[config.mk]
export PLATFORM = sky130hd
export DESIGN_NAME = vectored_interrupt_controller_unit_flat
export DESIGN_NICKNAME = d
export VERILOG_FILES = /design/src/design/vicu_pkg.sv /design/src/design/vicu_in_if.sv /design/src/design/vicu_out_if.sv /design/src/design/vectored_interrupt_controller_unit.sv /design/src/flat_wrapper.sv
export VERILOG_INCLUDE_DIRS = /design/src /design/src/design
export SDC_FILE = /design/constraint.sdc
export NUM_CORES = 2
export LEC_CHECK = 0
export BUFFER_PORTS_ARGS = -buffer_cell sky130_fd_sc_hd__clkbuf_2
export CORE_ASPECT_RATIO = 0.7
export CORE_MARGIN = 10
export CORE_UTILIZATION = 45
export CTS_CLUSTER_DIAMETER = 200
export DETAILED_ROUTE_END_ITERATION = 6
export RECOVER_POWER = 100
export SLEW_MARGIN = 20
export SYNTH_ARGS = -nofsm -noshare
export SYNTH_HDL_FRONTEND = slang
export SYNTH_SLANG_ARGS = --single-unit
export TNS_END_PERCENT = 10
[constraint.sdc]
create_clock -name clk_i -period 8.5 [get_ports clk_i]
set_input_delay 1.7 -clock clk_i [delete_from_list [all_inputs] [get_ports clk_i]]
set_output_delay 1.7 -clock clk_i [all_outputs]
set_load 0.01 [all_outputs]
[src/design/vectored_interrupt_controller_unit_defines.svh]
`ifndef VECTORED_INTERRUPT_CONTROLLER_UNIT_DEFINES_SVH
`define VECTORED_INTERRUPT_CONTROLLER_UNIT_DEFINES_SVH

// Check that holds in the same cycle.
`define VICU_ASSERT(lbl, prop, msg) \
  lbl: assert property (@(posedge clk_i) disable iff (!rst_ni) (prop)) else $error(msg);

// Check that a condition leads to another in the next cycle.
`define VICU_ASSERT_NEXT(lbl, cond, nxt, msg) \
  lbl: assert property (@(posedge clk_i) disable iff (!rst_ni) (cond) |=> (nxt)) \
    else $error(msg);

`endif

[src/design/vicu_pkg.sv]
package vicu_pkg;

  localparam int unsigned PriW = 5;
  localparam logic [PriW-1:0] PriNonvec  = 5'd16;
  localparam logic [PriW-1:0] PriChained = 5'd17;
  localparam logic [PriW-1:0] PriNothing = 5'd18;
  localparam int unsigned StackDepth = 19;
  localparam logic [PriW-1:0] SpMax = 5'(StackDepth - 1);
  localparam logic [4:0] IdMask = 5'h1F;
  localparam int unsigned CntlEnableBit = 5;

  localparam logic [11:0] OffIrqStatus   = 12'h000;
  localparam logic [11:0] OffFiqStatus   = 12'h004;
  localparam logic [11:0] OffRawIntr     = 12'h008;
  localparam logic [11:0] OffIntSelect   = 12'h00C;
  localparam logic [11:0] OffIntEnable   = 12'h010;
  localparam logic [11:0] OffIntEnClear  = 12'h014;
  localparam logic [11:0] OffSoftInt     = 12'h018;
  localparam logic [11:0] OffSoftIntClr  = 12'h01C;
  localparam logic [11:0] OffProtection  = 12'h020;
  localparam logic [11:0] OffVectAddr    = 12'h030;
  localparam logic [11:0] OffDefVectAddr = 12'h034;
  localparam logic [11:0] OffSlotVecBase = 12'h100;
  localparam logic [11:0] OffSlotCtlBase = 12'h200;
  localparam logic [11:0] OffItcr        = 12'h300;

  typedef enum logic [2:0] {
    CMD_READ      = 3'd0,
    CMD_WRITE     = 3'd1,
    CMD_LINE      = 3'd2,
    CMD_CHAIN_IRQ = 3'd3,
    CMD_CHAIN_FIQ = 3'd4
  } cmd_e;

  typedef enum logic [1:0] {
    STAT_OK      = 2'd0,
    STAT_DENIED  = 2'd1,
    STAT_ERROR   = 2'd2,
    STAT_IGNORED = 2'd3
  } status_e;

  typedef enum logic {
    CFG_STRICT_MODE       = 1'b0,
    CFG_PROTECT_SUPPORTED = 1'b1
  } cfg_idx_e;

endpackage

[src/design/vicu_in_if.sv]
interface vicu_in_if;
  logic        valid;
  logic        ready;
  logic [2:0]  cmd;
  logic [11:0] offset;
  logic [31:0] wdata;
  logic [4:0]  source_index;
  logic        level;
  logic [31:0] vector_in;
  logic        user_access;

  modport source (output valid, cmd, offset, wdata, source_index, level, vector_in, user_access,
                  input ready);
  modport sink (input valid, cmd, offset, wdata, source_index, level, vector_in, user_access,
                output ready);
endinterface

[src/design/vicu_out_if.sv]
interface vicu_out_if;
  logic        valid;
  logic        ready;
  logic [31:0] rdata;
  logic        irq_out;
  logic        fiq_out;
  logic [31:0] vector_out;
  logic [1:0]  status;

  modport source (output valid, rdata, irq_out, fiq_out, vector_out, status, input ready);
  modport sink (input valid, rdata, irq_out, fiq_out, vector_out, status, output ready);
endinterface

[src/design/vectored_interrupt_controller_unit.sv]
// Vectored interrupt controller, 32 sources, 16 vector slots, PL190 register map.
// One item (bus read, bus write, source line change, chained IRQ or FIQ change)
// is taken at a time. After acceptance the item passes through decode and register
// update (S_EXEC), the priority scan (S_SCAN), settling of the request levels (S_FIN)
// and loading of the output register (S_OUT). The scan visits no slot when the item
// does not touch the IRQ priority logic; otherwise the single slot compare unit visits
// the vector slots, one per cycle, until it finds a hit or reaches the last slot.
// The block is ready again the cycle after the result is loaded.
// The result is held in the output register until taken; a result that is still
// waiting stalls the next one in its last step.
`include "vectored_interrupt_controller_unit_defines.svh"

module vectored_interrupt_controller_unit #(
  parameter int unsigned NUM_SLOTS   = 16,
  parameter int unsigned NUM_SOURCES = 32
) (
  input  logic        clk_i,
  input  logic        rst_ni,
  input  logic        cfg_we_i,
  input  logic        cfg_idx_i,
  input  logic        cfg_wdata_i,
  vicu_in_if.sink     in_ch,
  vicu_out_if.source  out_ch
);

  localparam int unsigned SlotW = (NUM_SLOTS > 1) ? $clog2(NUM_SLOTS) : 1;
  localparam logic [31:0] SrcMask = 32'hFFFF_FFFF >> (32 - NUM_SOURCES);
  localparam logic [11:0] VecLast = 12'(vicu_pkg::OffSlotVecBase + 4 * (NUM_SLOTS - 1));
  localparam logic [11:0] CtlLast = 12'(vicu_pkg::OffSlotCtlBase + 4 * (NUM_SLOTS - 1));
  localparam logic [SlotW-1:0] SlotLast = SlotW'(NUM_SLOTS - 1);

  typedef enum logic [2:0] {
    S_IDLE, S_EXEC, S_SCAN, S_FIN, S_OUT
  } state_e;

  state_e state_q;

  logic strict_q, psup_q;
  logic [31:0] lines_q, soft_q, sel_q, en_q, dv_q, cv_q, cvec_q;
  logic        prot_q, cirq_q, cfiq_q, irql_q, fiql_q;
  logic [4:0]  cp_q, sp_q, p_q;
  logic [31:0] svec_q [NUM_SLOTS];
  logic [4:0]  ssrc_q [NUM_SLOTS];
  logic        sen_q  [NUM_SLOTS];
  logic [4:0]  stack_q [vicu_pkg::StackDepth];

  logic [2:0]  cmd_q;
  logic [11:0] off_q;
  logic [31:0] d_q, vin_q, vec_q;
  logic [4:0]  src_q;
  logic        lvl_q, user_q, upd_irq_q, upd_fiq_q;
  logic [SlotW-1:0] idx_q;
  logic [31:0] rd_q;
  logic [1:0]  st_q;

  logic        out_valid_q, out_irq_q, out_fiq_q;
  logic [31:0] out_rdata_q, out_vec_q;
  logic [1:0]  out_st_q;

  logic [31:0] raw, irqb, fiqb;
  logic [4:0]  top;
  logic        denied, vhit, chit, in_vhit, scan_hit;
  logic [1:0]  misuse;
  logic [11:0] in_rel;

  logic [31:0] rd_d;
  logic [1:0]  st_d;
  logic        upd_irq_d, upd_fiq_d;

  assign raw    = (lines_q | soft_q) & SrcMask;
  assign irqb   = raw & en_q & ~sel_q;
  assign fiqb   = raw & en_q & sel_q;
  assign top    = stack_q[sp_q];
  assign denied = prot_q & psup_q & user_q;
  assign misuse = strict_q ? vicu_pkg::STAT_ERROR : vicu_pkg::STAT_IGNORED;
  assign vhit   = (off_q >= vicu_pkg::OffSlotVecBase) && (off_q <= VecLast);
  assign chit   = (off_q >= vicu_pkg::OffSlotCtlBase) && (off_q <= CtlLast);
  assign in_vhit = (in_ch.offset >= vicu_pkg::OffSlotVecBase) && (in_ch.offset <= VecLast);
  assign in_rel = in_vhit ? (in_ch.offset - vicu_pkg::OffSlotVecBase)
                          : (in_ch.offset - vicu_pkg::OffSlotCtlBase);
  assign scan_hit = sen_q[idx_q] & irqb[ssrc_q[idx_q]];

  assign in_ch.ready       = (state_q == S_IDLE);
  assign out_ch.valid      = out_valid_q;
  assign out_ch.rdata      = out_rdata_q;
  assign out_ch.irq_out    = out_irq_q;
  assign out_ch.fiq_out    = out_fiq_q;
  assign out_ch.vector_out = out_vec_q;
  assign out_ch.status     = out_st_q;

  always_comb begin
    rd_d      = '0;
    st_d      = vicu_pkg::STAT_OK;
    upd_irq_d = 1'b0;
    upd_fiq_d = 1'b0;
    case (cmd_q)
      vicu_pkg::CMD_READ: begin
        if (denied) begin
          st_d = vicu_pkg::STAT_DENIED;
        end else begin
          case (off_q)
            vicu_pkg::OffIrqStatus:   rd_d = irqb;
            vicu_pkg::OffFiqStatus:   rd_d = fiqb;
            vicu_pkg::OffRawIntr:     rd_d = raw;
            vicu_pkg::OffIntSelect:   rd_d = sel_q;
            vicu_pkg::OffIntEnable:   rd_d = en_q;
            vicu_pkg::OffIntEnClear,
            vicu_pkg::OffSoftIntClr:  st_d = vicu_pkg::STAT_IGNORED;
            vicu_pkg::OffSoftInt:     rd_d = soft_q;
            vicu_pkg::OffProtection:  rd_d = {31'd0, prot_q};
            vicu_pkg::OffVectAddr: begin
              if (cp_q >= top || sp_q >= vicu_pkg::SpMax) begin
                st_d = misuse;
              end else begin
                rd_d = cv_q;
                upd_irq_d = 1'b1;
              end
            end
            vicu_pkg::OffDefVectAddr: rd_d = dv_q;
            default: begin
              if (vhit) begin
                rd_d = svec_q[idx_q];
              end else if (chit) begin
                rd_d = 32'({sen_q[idx_q], ssrc_q[idx_q] & vicu_pkg::IdMask});
              end else begin
                st_d = vicu_pkg::STAT_ERROR;
              end
            end
          endcase
        end
      end
      vicu_pkg::CMD_WRITE: begin
        if (denied) begin
          st_d = vicu_pkg::STAT_DENIED;
        end else begin
          case (off_q)
            vicu_pkg::OffIrqStatus,
            vicu_pkg::OffFiqStatus: st_d = misuse;
            vicu_pkg::OffRawIntr:   st_d = vicu_pkg::STAT_ERROR;
            vicu_pkg::OffIntSelect,
            vicu_pkg::OffSoftInt,
            vicu_pkg::OffSoftIntClr: begin
              upd_irq_d = 1'b1;
              upd_fiq_d = 1'b1;
            end
            vicu_pkg::OffIntEnable,
            vicu_pkg::OffIntEnClear: begin
              upd_irq_d = |(raw & d_q);
              upd_fiq_d = |(raw & d_q);
            end
            vicu_pkg::OffProtection: begin
              if (!psup_q && d_q[0]) begin
                st_d = vicu_pkg::STAT_IGNORED;
              end
            end
            vicu_pkg::OffVectAddr: begin
              if (sp_q == 5'd0 || sp_q > vicu_pkg::SpMax) begin
                st_d = misuse;
              end else begin
                upd_irq_d = 1'b1;
              end
            end
            vicu_pkg::OffDefVectAddr: upd_irq_d = 1'b1;
            vicu_pkg::OffItcr: ;
            default: begin
              if (vhit || chit) begin
                upd_irq_d = 1'b1;
              end else begin
                st_d = vicu_pkg::STAT_ERROR;
              end
            end
          endcase
        end
      end
      vicu_pkg::CMD_LINE: begin
        if (32'(src_q) >= NUM_SOURCES) begin
          st_d = vicu_pkg::STAT_IGNORED;
        end else begin
          upd_fiq_d = en_q[src_q] & sel_q[src_q];
          upd_irq_d = en_q[src_q] & ~sel_q[src_q];
        end
      end
      vicu_pkg::CMD_CHAIN_IRQ: begin
        upd_irq_d = (lvl_q != cirq_q) || (vin_q != cvec_q);
      end
      vicu_pkg::CMD_CHAIN_FIQ: begin
        upd_fiq_d = (lvl_q != cfiq_q);
      end
      default: st_d = vicu_pkg::STAT_IGNORED;
    endcase
  end

  always_ff @(posedge clk_i or negedge rst_ni) begin
    if (!rst_ni) begin
      state_q     <= S_IDLE;
      strict_q    <= 1'b1;
      psup_q      <= 1'b1;
      lines_q     <= '0;
      soft_q      <= '0;
      sel_q       <= '0;
      en_q        <= '0;
      dv_q        <= '0;
      cv_q        <= '0;
      cvec_q      <= '0;
      prot_q      <= 1'b0;
      cirq_q      <= 1'b0;
      cfiq_q      <= 1'b0;
      irql_q      <= 1'b0;
      fiql_q      <= 1'b0;
      cp_q        <= vicu_pkg::PriNothing;
      sp_q        <= '0;
      for (int i = 0; i < NUM_SLOTS; i++) begin
        svec_q[i] <= '0;
        ssrc_q[i] <= '0;
        sen_q[i]  <= 1'b0;
      end
      for (int i = 0; i < vicu_pkg::StackDepth; i++) begin
        stack_q[i] <= (i == 0) ? vicu_pkg::PriNothing : '0;
      end
      upd_irq_q   <= 1'b0;
      upd_fiq_q   <= 1'b0;
      out_valid_q <= 1'b0;
    end else begin
      if (cfg_we_i) begin
        unique case (cfg_idx_i)
          vicu_pkg::CFG_STRICT_MODE:       strict_q <= cfg_wdata_i;
          vicu_pkg::CFG_PROTECT_SUPPORTED: psup_q   <= cfg_wdata_i;
          default: ;
        endcase
      end
      if (out_valid_q && out_ch.ready && state_q != S_OUT) begin
        out_valid_q <= 1'b0;
      end
      unique case (state_q)
        S_IDLE: begin
          if (in_ch.valid) begin
            cmd_q   <= in_ch.cmd;
            off_q   <= in_ch.offset;
            d_q     <= in_ch.wdata;
            src_q   <= in_ch.source_index;
            lvl_q   <= in_ch.level;
            vin_q   <= in_ch.vector_in;
            user_q  <= in_ch.user_access;
            idx_q   <= in_rel[SlotW+1:2];
            state_q <= S_EXEC;
          end
        end
        S_EXEC: begin
          rd_q      <= rd_d;
          st_q      <= st_d;
          upd_irq_q <= upd_irq_d;
          upd_fiq_q <= upd_fiq_d;
          if (st_d == vicu_pkg::STAT_OK) begin
            case (cmd_q)
              vicu_pkg::CMD_READ: begin
                if (upd_irq_d) begin
                  sp_q <= sp_q + 5'd1;
                  stack_q[sp_q + 5'd1] <= cp_q;
                end
              end
              vicu_pkg::CMD_WRITE: begin
                case (off_q)
                  vicu_pkg::OffIntSelect:   sel_q <= d_q & SrcMask;
                  vicu_pkg::OffIntEnable:   en_q <= (en_q | d_q) & SrcMask;
                  vicu_pkg::OffIntEnClear:  en_q <= en_q & ~d_q;
                  vicu_pkg::OffSoftInt:     soft_q <= (soft_q | d_q) & SrcMask;
                  vicu_pkg::OffSoftIntClr:  soft_q <= soft_q & ~d_q;
                  vicu_pkg::OffProtection: begin
                    if (psup_q) begin
                      prot_q <= d_q[0];
                    end
                  end
                  vicu_pkg::OffVectAddr:    sp_q <= sp_q - 5'd1;
                  vicu_pkg::OffDefVectAddr: dv_q <= d_q;
                  default: begin
                    if (vhit) begin
                      svec_q[idx_q] <= d_q;
                    end else if (chit) begin
                      ssrc_q[idx_q] <= d_q[4:0] & vicu_pkg::IdMask;
                      sen_q[idx_q]  <= d_q[vicu_pkg::CntlEnableBit];
                    end
                  end
                endcase
              end
              vicu_pkg::CMD_LINE: lines_q[src_q] <= lvl_q;
              vicu_pkg::CMD_CHAIN_IRQ: begin
                cirq_q <= lvl_q;
                cvec_q <= vin_q;
              end
              vicu_pkg::CMD_CHAIN_FIQ: cfiq_q <= lvl_q;
              default: ;
            endcase
          end
          idx_q   <= '0;
          p_q     <= vicu_pkg::PriNonvec;
          state_q <= S_SCAN;
        end
        S_SCAN: begin
          if (!upd_irq_q) begin
            state_q <= S_FIN;
          end else if (scan_hit) begin
            p_q     <= 5'(idx_q);
            vec_q   <= svec_q[idx_q];
            state_q <= S_FIN;
          end else if (idx_q == SlotLast) begin
            state_q <= S_FIN;
          end else begin
            idx_q <= idx_q + 1'b1;
          end
        end
        S_FIN: begin
          if (upd_fiq_q) begin
            fiql_q <= (|fiqb) | cfiq_q;
          end
          if (upd_irq_q) begin
            if (|irqb) begin
              if (p_q >= top) begin
                irql_q <= 1'b0;
              end else begin
                cv_q   <= (p_q == vicu_pkg::PriNonvec) ? dv_q : vec_q;
                cp_q   <= p_q;
                irql_q <= 1'b1;
              end
            end else if (vicu_pkg::PriChained >= top) begin
              irql_q <= 1'b0;
            end else begin
              if (cirq_q) begin
                cv_q <= cvec_q;
                cp_q <= vicu_pkg::PriChained;
              end
              irql_q <= cirq_q;
            end
          end
          state_q <= S_OUT;
        end
        S_OUT: begin
          if (!out_valid_q || out_ch.ready) begin
            out_valid_q <= 1'b1;
            out_rdata_q <= (st_q == vicu_pkg::STAT_OK) ? rd_q : '0;
            out_irq_q   <= irql_q;
            out_fiq_q   <= fiql_q;
            out_vec_q   <= irql_q ? cv_q : '0;
            out_st_q    <= st_q;
            state_q     <= S_IDLE;
          end
        end
        default: state_q <= S_IDLE;
      endcase
    end
  end

  `VICU_ASSERT(a_sp_range, sp_q <= vicu_pkg::SpMax, "stack pointer out of range")
  `VICU_ASSERT_NEXT(a_accept_exec, in_ch.valid && in_ch.ready, state_q == S_EXEC, "item not taken")
  `VICU_ASSERT_NEXT(a_out_hold, out_valid_q && !out_ch.ready, out_valid_q, "result dropped")
  `VICU_ASSERT(a_top_nothing, stack_q[0] == vicu_pkg::PriNothing, "stack bottom lost")

endmodule
[src/flat_wrapper.sv]
// flat-port wrapper written by rule: the top's interface ports become plain ports
module vectored_interrupt_controller_unit_flat 
#(
  parameter int unsigned NUM_SLOTS   = 16,
  parameter int unsigned NUM_SOURCES = 32
)
  (clk_i, rst_ni, cfg_we_i, cfg_idx_i, cfg_wdata_i, in_ch_valid, in_ch_cmd, in_ch_offset, in_ch_wdata, in_ch_source_index, in_ch_level, in_ch_vector_in, in_ch_user_access, in_ch_ready, out_ch_valid, out_ch_rdata, out_ch_irq_out, out_ch_fiq_out, out_ch_vector_out, out_ch_status, out_ch_ready);
  vicu_in_if in_ch_i ();
  vicu_out_if out_ch_i ();
  input  logic clk_i;
  input  logic rst_ni;
  input  logic cfg_we_i;
  input  logic cfg_idx_i;
  input  logic cfg_wdata_i;
  input wire logic [$bits(in_ch_i.valid)-1:0] in_ch_valid;
  input wire logic [$bits(in_ch_i.cmd)-1:0] in_ch_cmd;
  input wire logic [$bits(in_ch_i.offset)-1:0] in_ch_offset;
  input wire logic [$bits(in_ch_i.wdata)-1:0] in_ch_wdata;
  input wire logic [$bits(in_ch_i.source_index)-1:0] in_ch_source_index;
  input wire logic [$bits(in_ch_i.level)-1:0] in_ch_level;
  input wire logic [$bits(in_ch_i.vector_in)-1:0] in_ch_vector_in;
  input wire logic [$bits(in_ch_i.user_access)-1:0] in_ch_user_access;
  output wire logic [$bits(in_ch_i.ready)-1:0] in_ch_ready;
  output wire logic [$bits(out_ch_i.valid)-1:0] out_ch_valid;
  output wire logic [$bits(out_ch_i.rdata)-1:0] out_ch_rdata;
  output wire logic [$bits(out_ch_i.irq_out)-1:0] out_ch_irq_out;
  output wire logic [$bits(out_ch_i.fiq_out)-1:0] out_ch_fiq_out;
  output wire logic [$bits(out_ch_i.vector_out)-1:0] out_ch_vector_out;
  output wire logic [$bits(out_ch_i.status)-1:0] out_ch_status;
  input wire logic [$bits(out_ch_i.ready)-1:0] out_ch_ready;
  assign in_ch_i.valid = in_ch_valid;
  assign in_ch_i.cmd = in_ch_cmd;
  assign in_ch_i.offset = in_ch_offset;
  assign in_ch_i.wdata = in_ch_wdata;
  assign in_ch_i.source_index = in_ch_source_index;
  assign in_ch_i.level = in_ch_level;
  assign in_ch_i.vector_in = in_ch_vector_in;
  assign in_ch_i.user_access = in_ch_user_access;
  assign in_ch_ready = in_ch_i.ready;
  assign out_ch_valid = out_ch_i.valid;
  assign out_ch_rdata = out_ch_i.rdata;
  assign out_ch_irq_out = out_ch_i.irq_out;
  assign out_ch_fiq_out = out_ch_i.fiq_out;
  assign out_ch_vector_out = out_ch_i.vector_out;
  assign out_ch_status = out_ch_i.status;
  assign out_ch_i.ready = out_ch_ready;
  vectored_interrupt_controller_unit #(.NUM_SLOTS(NUM_SLOTS), .NUM_SOURCES(NUM_SOURCES)) u_core (.clk_i(clk_i), .rst_ni(rst_ni), .cfg_we_i(cfg_we_i), .cfg_idx_i(cfg_idx_i), .cfg_wdata_i(cfg_wdata_i), .in_ch(in_ch_i), .out_ch(out_ch_i));
endmodule
* Yosys cells after proc, flatten, opt, wreduce, memory -nomap -nowiden
Index checks and enable logic that the tools add are counted.
Operators by class: add/subtract/negate cells 5, $lt $le $gt $ge 19, eq/ne operators 36, muxes and demuxes 95, bitwise gates (word level) 25, reduce and logical (&&, ||, !) cells 66
Operators with widths (number):
- 512-bit bitwise mux | 1
- 32-bit two-way mux | 10
- 32-bit case mux with 10 select lines | 1
- 32-bit bitwise AND | 6
- 32-bit binary-select mux with 4-bit select | 1
- 32-bit demux with 4-bit select | 1
- 32-bit case mux with 2 select lines | 2
- 32-bit OR | 3
- 32-bit OR reduction | 3
- 95-bit bitwise mux | 1
- 80-bit bitwise mux | 1
- 5-bit two-way mux | 14
- 32-bit inverter | 2
- 12-bit by 5-bit equality test with 1-bit output, second input constant | 4
- 12-bit by 6-bit equality test with 1-bit output, second input constant | 3
- 32-bit bitwise mux | 1
- 32-bit inequality test | 1
- 4-bit AND reduction | 7
- 5-bit binary-select mux with 5-bit select | 1
- 5-bit demux with 5-bit select | 1
- 12-bit by 4-bit equality test with 1-bit output, second input constant | 2
- 12-bit by 9-bit greater-or-equal comparator with 1-bit output, second input constant | 2
- 12-bit by 9-bit less-or-equal comparator with 1-bit output, second input constant | 2
- 1-bit two-way mux | 21
- 70 further kinds | 155
Word-level totals: register bits 1179, input bits 93

* Logic depth before layout (Yosys ltp)
word-level depth 12, depth in mapped cells 21

* Worst setup path before layout
No wires, ideal clock.
path type flip-flop to flip-flop, start register u_core.sp_q[0], end register u_core.lines_q[31], library setup time 0.128 ns, arrival 5.163 ns, path slack 3.210 ns, cell stages (with the launch flop) 21, clock period less this slack 5.290 ns, cells stage by stage dfrtp_1 -> buf_2 -> buf_2 -> buf_1 -> mux4_2 -> mux4_2 -> inv_1 -> o21ai_0 -> ha_1 -> nand2b_1 -> a21o_1 -> a211o_1 -> a21oi_1 -> o31ai_1 -> a31o_2 -> or3_1 -> buf_2 -> buf_6 -> buf_6 -> nor3_2 -> mux2_1
On the way: longest elaborated chain between the ends 12, elaborated cells on any way between the ends 19
RTL lines:
- start, declared | RTL line vectored_interrupt_controller_unit.sv:41 | logic [4:0] cp_q, sp_q, p_q;
- start signal, assigned | RTL line vectored_interrupt_controller_unit.sv:257 | sp_q <= sp_q + 5'd1;
- start signal, assigned | RTL line vectored_interrupt_controller_unit.sv:273 | vicu_pkg::OffVectAddr: sp_q <= sp_q - 5'd1;
- 5-bit inverter with 6-bit output (not written as such) | RTL line vectored_interrupt_controller_unit.sv:73 | assign top = stack_q[sp_q];
- 5-bit binary-select mux with 5-bit select | RTL line vectored_interrupt_controller_unit.sv:73
- 5-bit two-way mux (not written as such) (2 in series) | RTL line vectored_interrupt_controller_unit.sv:73
- 5-bit greater-or-equal comparator | RTL line vectored_interrupt_controller_unit.sv:112 | if (cp_q >= top || sp_q >= vicu_pkg::SpMax) begin
- 1-bit logical OR | RTL line vectored_interrupt_controller_unit.sv:112
- 2-bit two-way mux | RTL line vectored_interrupt_controller_unit.sv:112
- 2-bit case mux with 3 select lines | RTL line vectored_interrupt_controller_unit.sv:101 | case (off_q)
- 2-bit two-way mux | RTL line vectored_interrupt_controller_unit.sv:98 | if (denied) begin
- 2-bit case mux with 3 select lines (*) | RTL line vectored_interrupt_controller_unit.sv:96 | case (cmd_q)
- named net u_core.st_d[0] | RTL line vectored_interrupt_controller_unit.sv:67 | logic [1:0] st_d;
- 2-bit logical NOT (*) | RTL line vectored_interrupt_controller_unit.sv:253 | if (st_d == vicu_pkg::STAT_OK) begin
- 3-bit AND reduction (no source line) (*)
- end signal, assigned by index | RTL line vectored_interrupt_controller_unit.sv:285 | vicu_pkg::CMD_LINE: lines_q[src_q] <= lvl_q;
- end, declared | RTL line vectored_interrupt_controller_unit.sv:39 | logic [31:0] lines_q, soft_q, sel_q, en_q, dv_q, cv_q, cvec_q;
Mark *: on every way through the listed nets, which the timed path passes. The rest lies on a longest branch. The select of a mux whose other input is x is not followed. A chain may end at the register's enable or synchronous reset.

* Worst setup path in the final report
start register u_core.idx_q[1], end register u_core.vec_q[21], enable pin
On the way: longest elaborated chain between the ends 8, elaborated cells on any way between the ends 11
RTL lines:
- start, declared | RTL line vectored_interrupt_controller_unit.sv:52 | logic [SlotW-1:0] idx_q;
- start signal, assigned | RTL line vectored_interrupt_controller_unit.sv:244 | idx_q <= in_rel[SlotW+1:2];
- start signal, assigned | RTL line vectored_interrupt_controller_unit.sv:308 | idx_q <= idx_q + 1'b1;
- 4-bit inverter with 5-bit output (not written as such) (*) | RTL line vectored_interrupt_controller_unit.sv:81 | assign scan_hit = sen_q[idx_q] & irqb[ssrc_q[idx_q]];
- 5-bit binary-select mux with 4-bit select | RTL line vectored_interrupt_controller_unit.sv:81
- 5-bit two-way mux (not written as such) (2 in series) | RTL line vectored_interrupt_controller_unit.sv:81
- 1-bit binary-select mux with 5-bit select | RTL line vectored_interrupt_controller_unit.sv:81
- 1-bit two-way mux (not written as such) | RTL line vectored_interrupt_controller_unit.sv:81
- 1-bit bitwise AND (*) | RTL line vectored_interrupt_controller_unit.sv:81
- 4-bit AND reduction (no source line) (*)
- end signal, assigned | RTL line vectored_interrupt_controller_unit.sv:303 | vec_q <= svec_q[idx_q];
- end, declared | RTL line vectored_interrupt_controller_unit.sv:49 | logic [31:0] d_q, vin_q, vec_q;
Mark *: on every way between the ends. The rest lies on a longest branch, timed or not. The select of a mux whose other input is x is not followed.

==> results.toml <==
[outcome]
outcome = "finished, violations left"
violations = "max-capacitance violations, max-slew violations"

[power_and_ir_drop]
netSwitchingFraction_pct = 26.83
p_int_mw = 9.389
clkPwrFrac_pct = 40.2
p_per_area_mw_per_mm2 = 212.5
pwr-share-seq_pct = 48.2
p_total_mw = 12.83
leakagePower_nw = 26.77
p_sw_mw = 3.444
vdd_ir_drop_max_mv = 0.1879
p_comb_share_pct = 11.7

[route]
routed_wirelength_um = 160200
detailedRoute.firstPassIterationCount = 6
drt_iter0_drc = 3643
vias = 34580
wire_per_inst_um = 28.32
antenna_left = 0
drc = 0
via_per_inst = 6.112

[synth]
synth_ff_type = "dfrtp_1"
synthArstFlopShare_pct = 80.58
synth.distinct_cells = 76
synth_edf_count = 229
yosys-top-cells-area = "dfrtp_1 43%, mux2_2 17%, edfxtp_1 13%"
synth_top_area_share_pct = 43.31
synthCells = 3877
yosys.area.top_type = "dfrtp_1"
netlist_area_mm2 = 0.05454
seq_area_frac_synth_pct = 56.21
synth-seq-cells = 1179
syn_nets = 3991
yosys_warnings = 0
synth_area_per_cell_um2 = 14.07

[clock_tree]
cts_max_level = 3
path_clk_slew_ns = 0.06
clkLatencyLatePin_ns = 0.75
post-cts-setup-buffer-count = 0
tritoncts = "yes"
cts_root_buf = "clkbuf_16"
ctsHoldBuffers = 0
cts_buffer_depth = 3
cts_resized = 0
clock-sinks = 1179
numCtsBuffers = 114

[floorplanning]
ios = 163
initial_core_util_pct = 45.49
rows = 106
die_w_um = 436.1
coreArea_mm2 = 0.1199
die_h_um = 311.3
dieArea_mm2 = 0.1358

[setup_path]
critPathArrivalTime_ns = 7.56
startpoint_type = "flip-flop"
cp_max_fo = 45
endpoint_kind = "flip-flop"
worstPathRequired_ns = 8.93
timing.rr.end = "u_core.vec_q[21]"
r2r_start = "u_core.idx_q[1]"
reg2reg_slack_ns = 1.37
critPathKind = "flip-flop to flip-flop"
endpoint = "u_core.vec_q[21]"
r2r_cells = 10
crit_path_start = "u_core.idx_q[1]"

[grt]
antenna_found_initial = 3
grt_max_degree = 162
grt_usage_pct = 23.18
grt_pass1_wl_um = 239900
first_global_vias = 34440
overflow = 0

[cells_and_area]
nets = 4061
layout_common_cells = "944 x dfrtp_1, 817 x mux2_2, 236 x nand2_1"
final_common_cell = "dfrtp_1"
area_delta_synth_final_pct = 10.71
nFillCells = 10440
reg_top3 = "u_core.svec_q: 512 flops, u_core.stack_q: 95 flops, u_core.ssrc_q: 80 flops"
largest_reg_flops = 512
max_flop_register = "u_core.svec_q"
drive_gt1_share_pct = 34.83

[placed_design]
gp_congestion = 0.9856
dp_hpwl_um = 106500
portBuffers = 162

[sta]
fin_setup_tns_ns = 0
finalClockSkew_ns = 0.03934
tightest_slew_ns = 4.184
min_period_over_period_pct = 83.83
hold_viol = 0
holdWs_ns = 0.4746
max-slew-margin-rel_pct = -178.9
setup_viol = 0
slew_viol_final = 1071
grt_setup_unrepaired = "no"
layout_min_cycle_time_ns = 7.126
fmax_mhz = 140.3

[job]
cap_viol_max_count = 21

[worst_hold_path]
hold_class = "flip-flop to flip-flop"
-- routing by layer --
layer	share of wire, %	GRT usage (%)	vias to the layer above
li1	-	-	14690
met1	47	35.21	18420
met2	42	32.54	1269
met3	8.4	6.671	202
met4	2.1	5.202	4
met5	0.013	0	-
-- critical path, cell delays in order (launching register included) --
cell,delay [ns]
edfxtp_1,0.32
clkbuf_1,2.09
inv_1,0.77
and3_1,0.44
nor2_1,0.87
mux2i_1,0.18
a22o_1,0.27
o31ai_1,0.24
o211ai_1,0.31
nor2_4,0.86
buf_4,0.38
-- final cells by class --
type,count,area [um^2],share of cell area (%)
inverter,36,135.1,0.2238
multi-input combinational,2361,22460,37.20
antenna,1,2.502,0.004144
timing repair buffer,255,1359,2.250
clock buffer,170,3327,5.510
clock inverter,36,416.7,0.6900
sequential,1179,30660,50.77
tap,1620,2027,3.357
-- worst min path at each step --
stage	start	endpoint	slack (ns)	cells past startpoint
2_1_floorplan	u_core.fiql_q	u_core.out_ch.fiq_out	0.43	0
5_1_grt	u_core.fiql_q	u_core.out_ch.fiq_out	0.48	0
6_report	u_core.fiql_q	u_core.out_ch.fiq_out	0.47	0
3_3_place_gp	u_core.fiql_q	u_core.out_ch.fiq_out	0.45	0
4_1_cts	u_core.fiql_q	u_core.out_ch.fiq_out	0.48	0
3_5_place_dp	u_core.fiql_q	u_core.out_ch.fiq_out	0.46	0
-- logic make-up (layout without fill, tap and decap cells) --
| logic type | after synthesis | count (layout) | synth area share (%) |
|---|---|---|---|
| flip-flops | 1179 | 1179 | 56.21 |
| multiplexers | 1132 | 1132 | 27.96 |
| AND/OR/NAND/NOR | 616 | 616 | 5.639 |
| AO/OA/AOI/OAI | 548 | 548 | 6.315 |
| buffers and inverters | 337 | 497 | 2.691 |
| XOR/XNOR | 44 | 44 | 0.7066 |
| adder cells (fa/ha/maj) | 21 | 21 | 0.4817 |
| other | 0 | 1 | 0 |
-- power groups by stage --
stage / registers (mW) / clock network, mW / logic (mW)
floorplan: 6.19 / 0 / 0.962
global placement: 6.27 / 0 / 1.52
detailed placement: 6.27 / 0 / 1.52
CTS: 6.17 / 5.26 / 1.52
global route: 6.20 / 5.49 / 1.61
finish: 6.18 / 5.15 / 1.50
-- through the flow --
step | worst slack (ns) | std cells | cell area (um^2) | util (%)
finish | 1.374 | 5658 | 60380 | 50.36
global route | 1.106 | 5657 | 60380 | 50.36
CTS | 2.514 | 5657 | 60740 | 50.66
detailed placement | 2.516 | 5451 | 57000 | 47.54
global placement | 2.583 | 5451 | 57000 | 47.54
floorplan | 3.210 | 3877 | 54540 | -
-- cells in the mapped netlist, drive strengths merged (4+ instances only) --
| master | n |
|---|---|
| o2111ai | 8 |
| mux4 | 228 |
| ha | 21 |
| inv | 36 |
| nor2b | 16 |
| nand2 | 236 |
| xor2 | 9 |
| a21oi | 97 |
| a221oi | 24 |
| nor3b | 8 |
| nor2 | 71 |
| mux2 | 852 |
| o311ai | 7 |
| mux2i | 52 |
| xnor2 | 35 |
| dfrtp | 944 |
| nor4 | 17 |
| nand4 | 23 |
| a31oi | 48 |
| and2 | 74 |
| nand2b | 14 |
| and3 | 18 |
| o22ai | 8 |
| dfstp | 6 |
| a221o | 17 |
| edfxtp | 229 |
| a22oi | 49 |
| clkbuf | 196 |
| o31ai | 4 |
| or2 | 6 |
| nor3 | 56 |
| nand3 | 59 |
| o211ai | 23 |
| a22o | 25 |
| or3 | 9 |
| buf | 105 |
| o21ai | 211 |
Power figures use the tool's default switching activity.
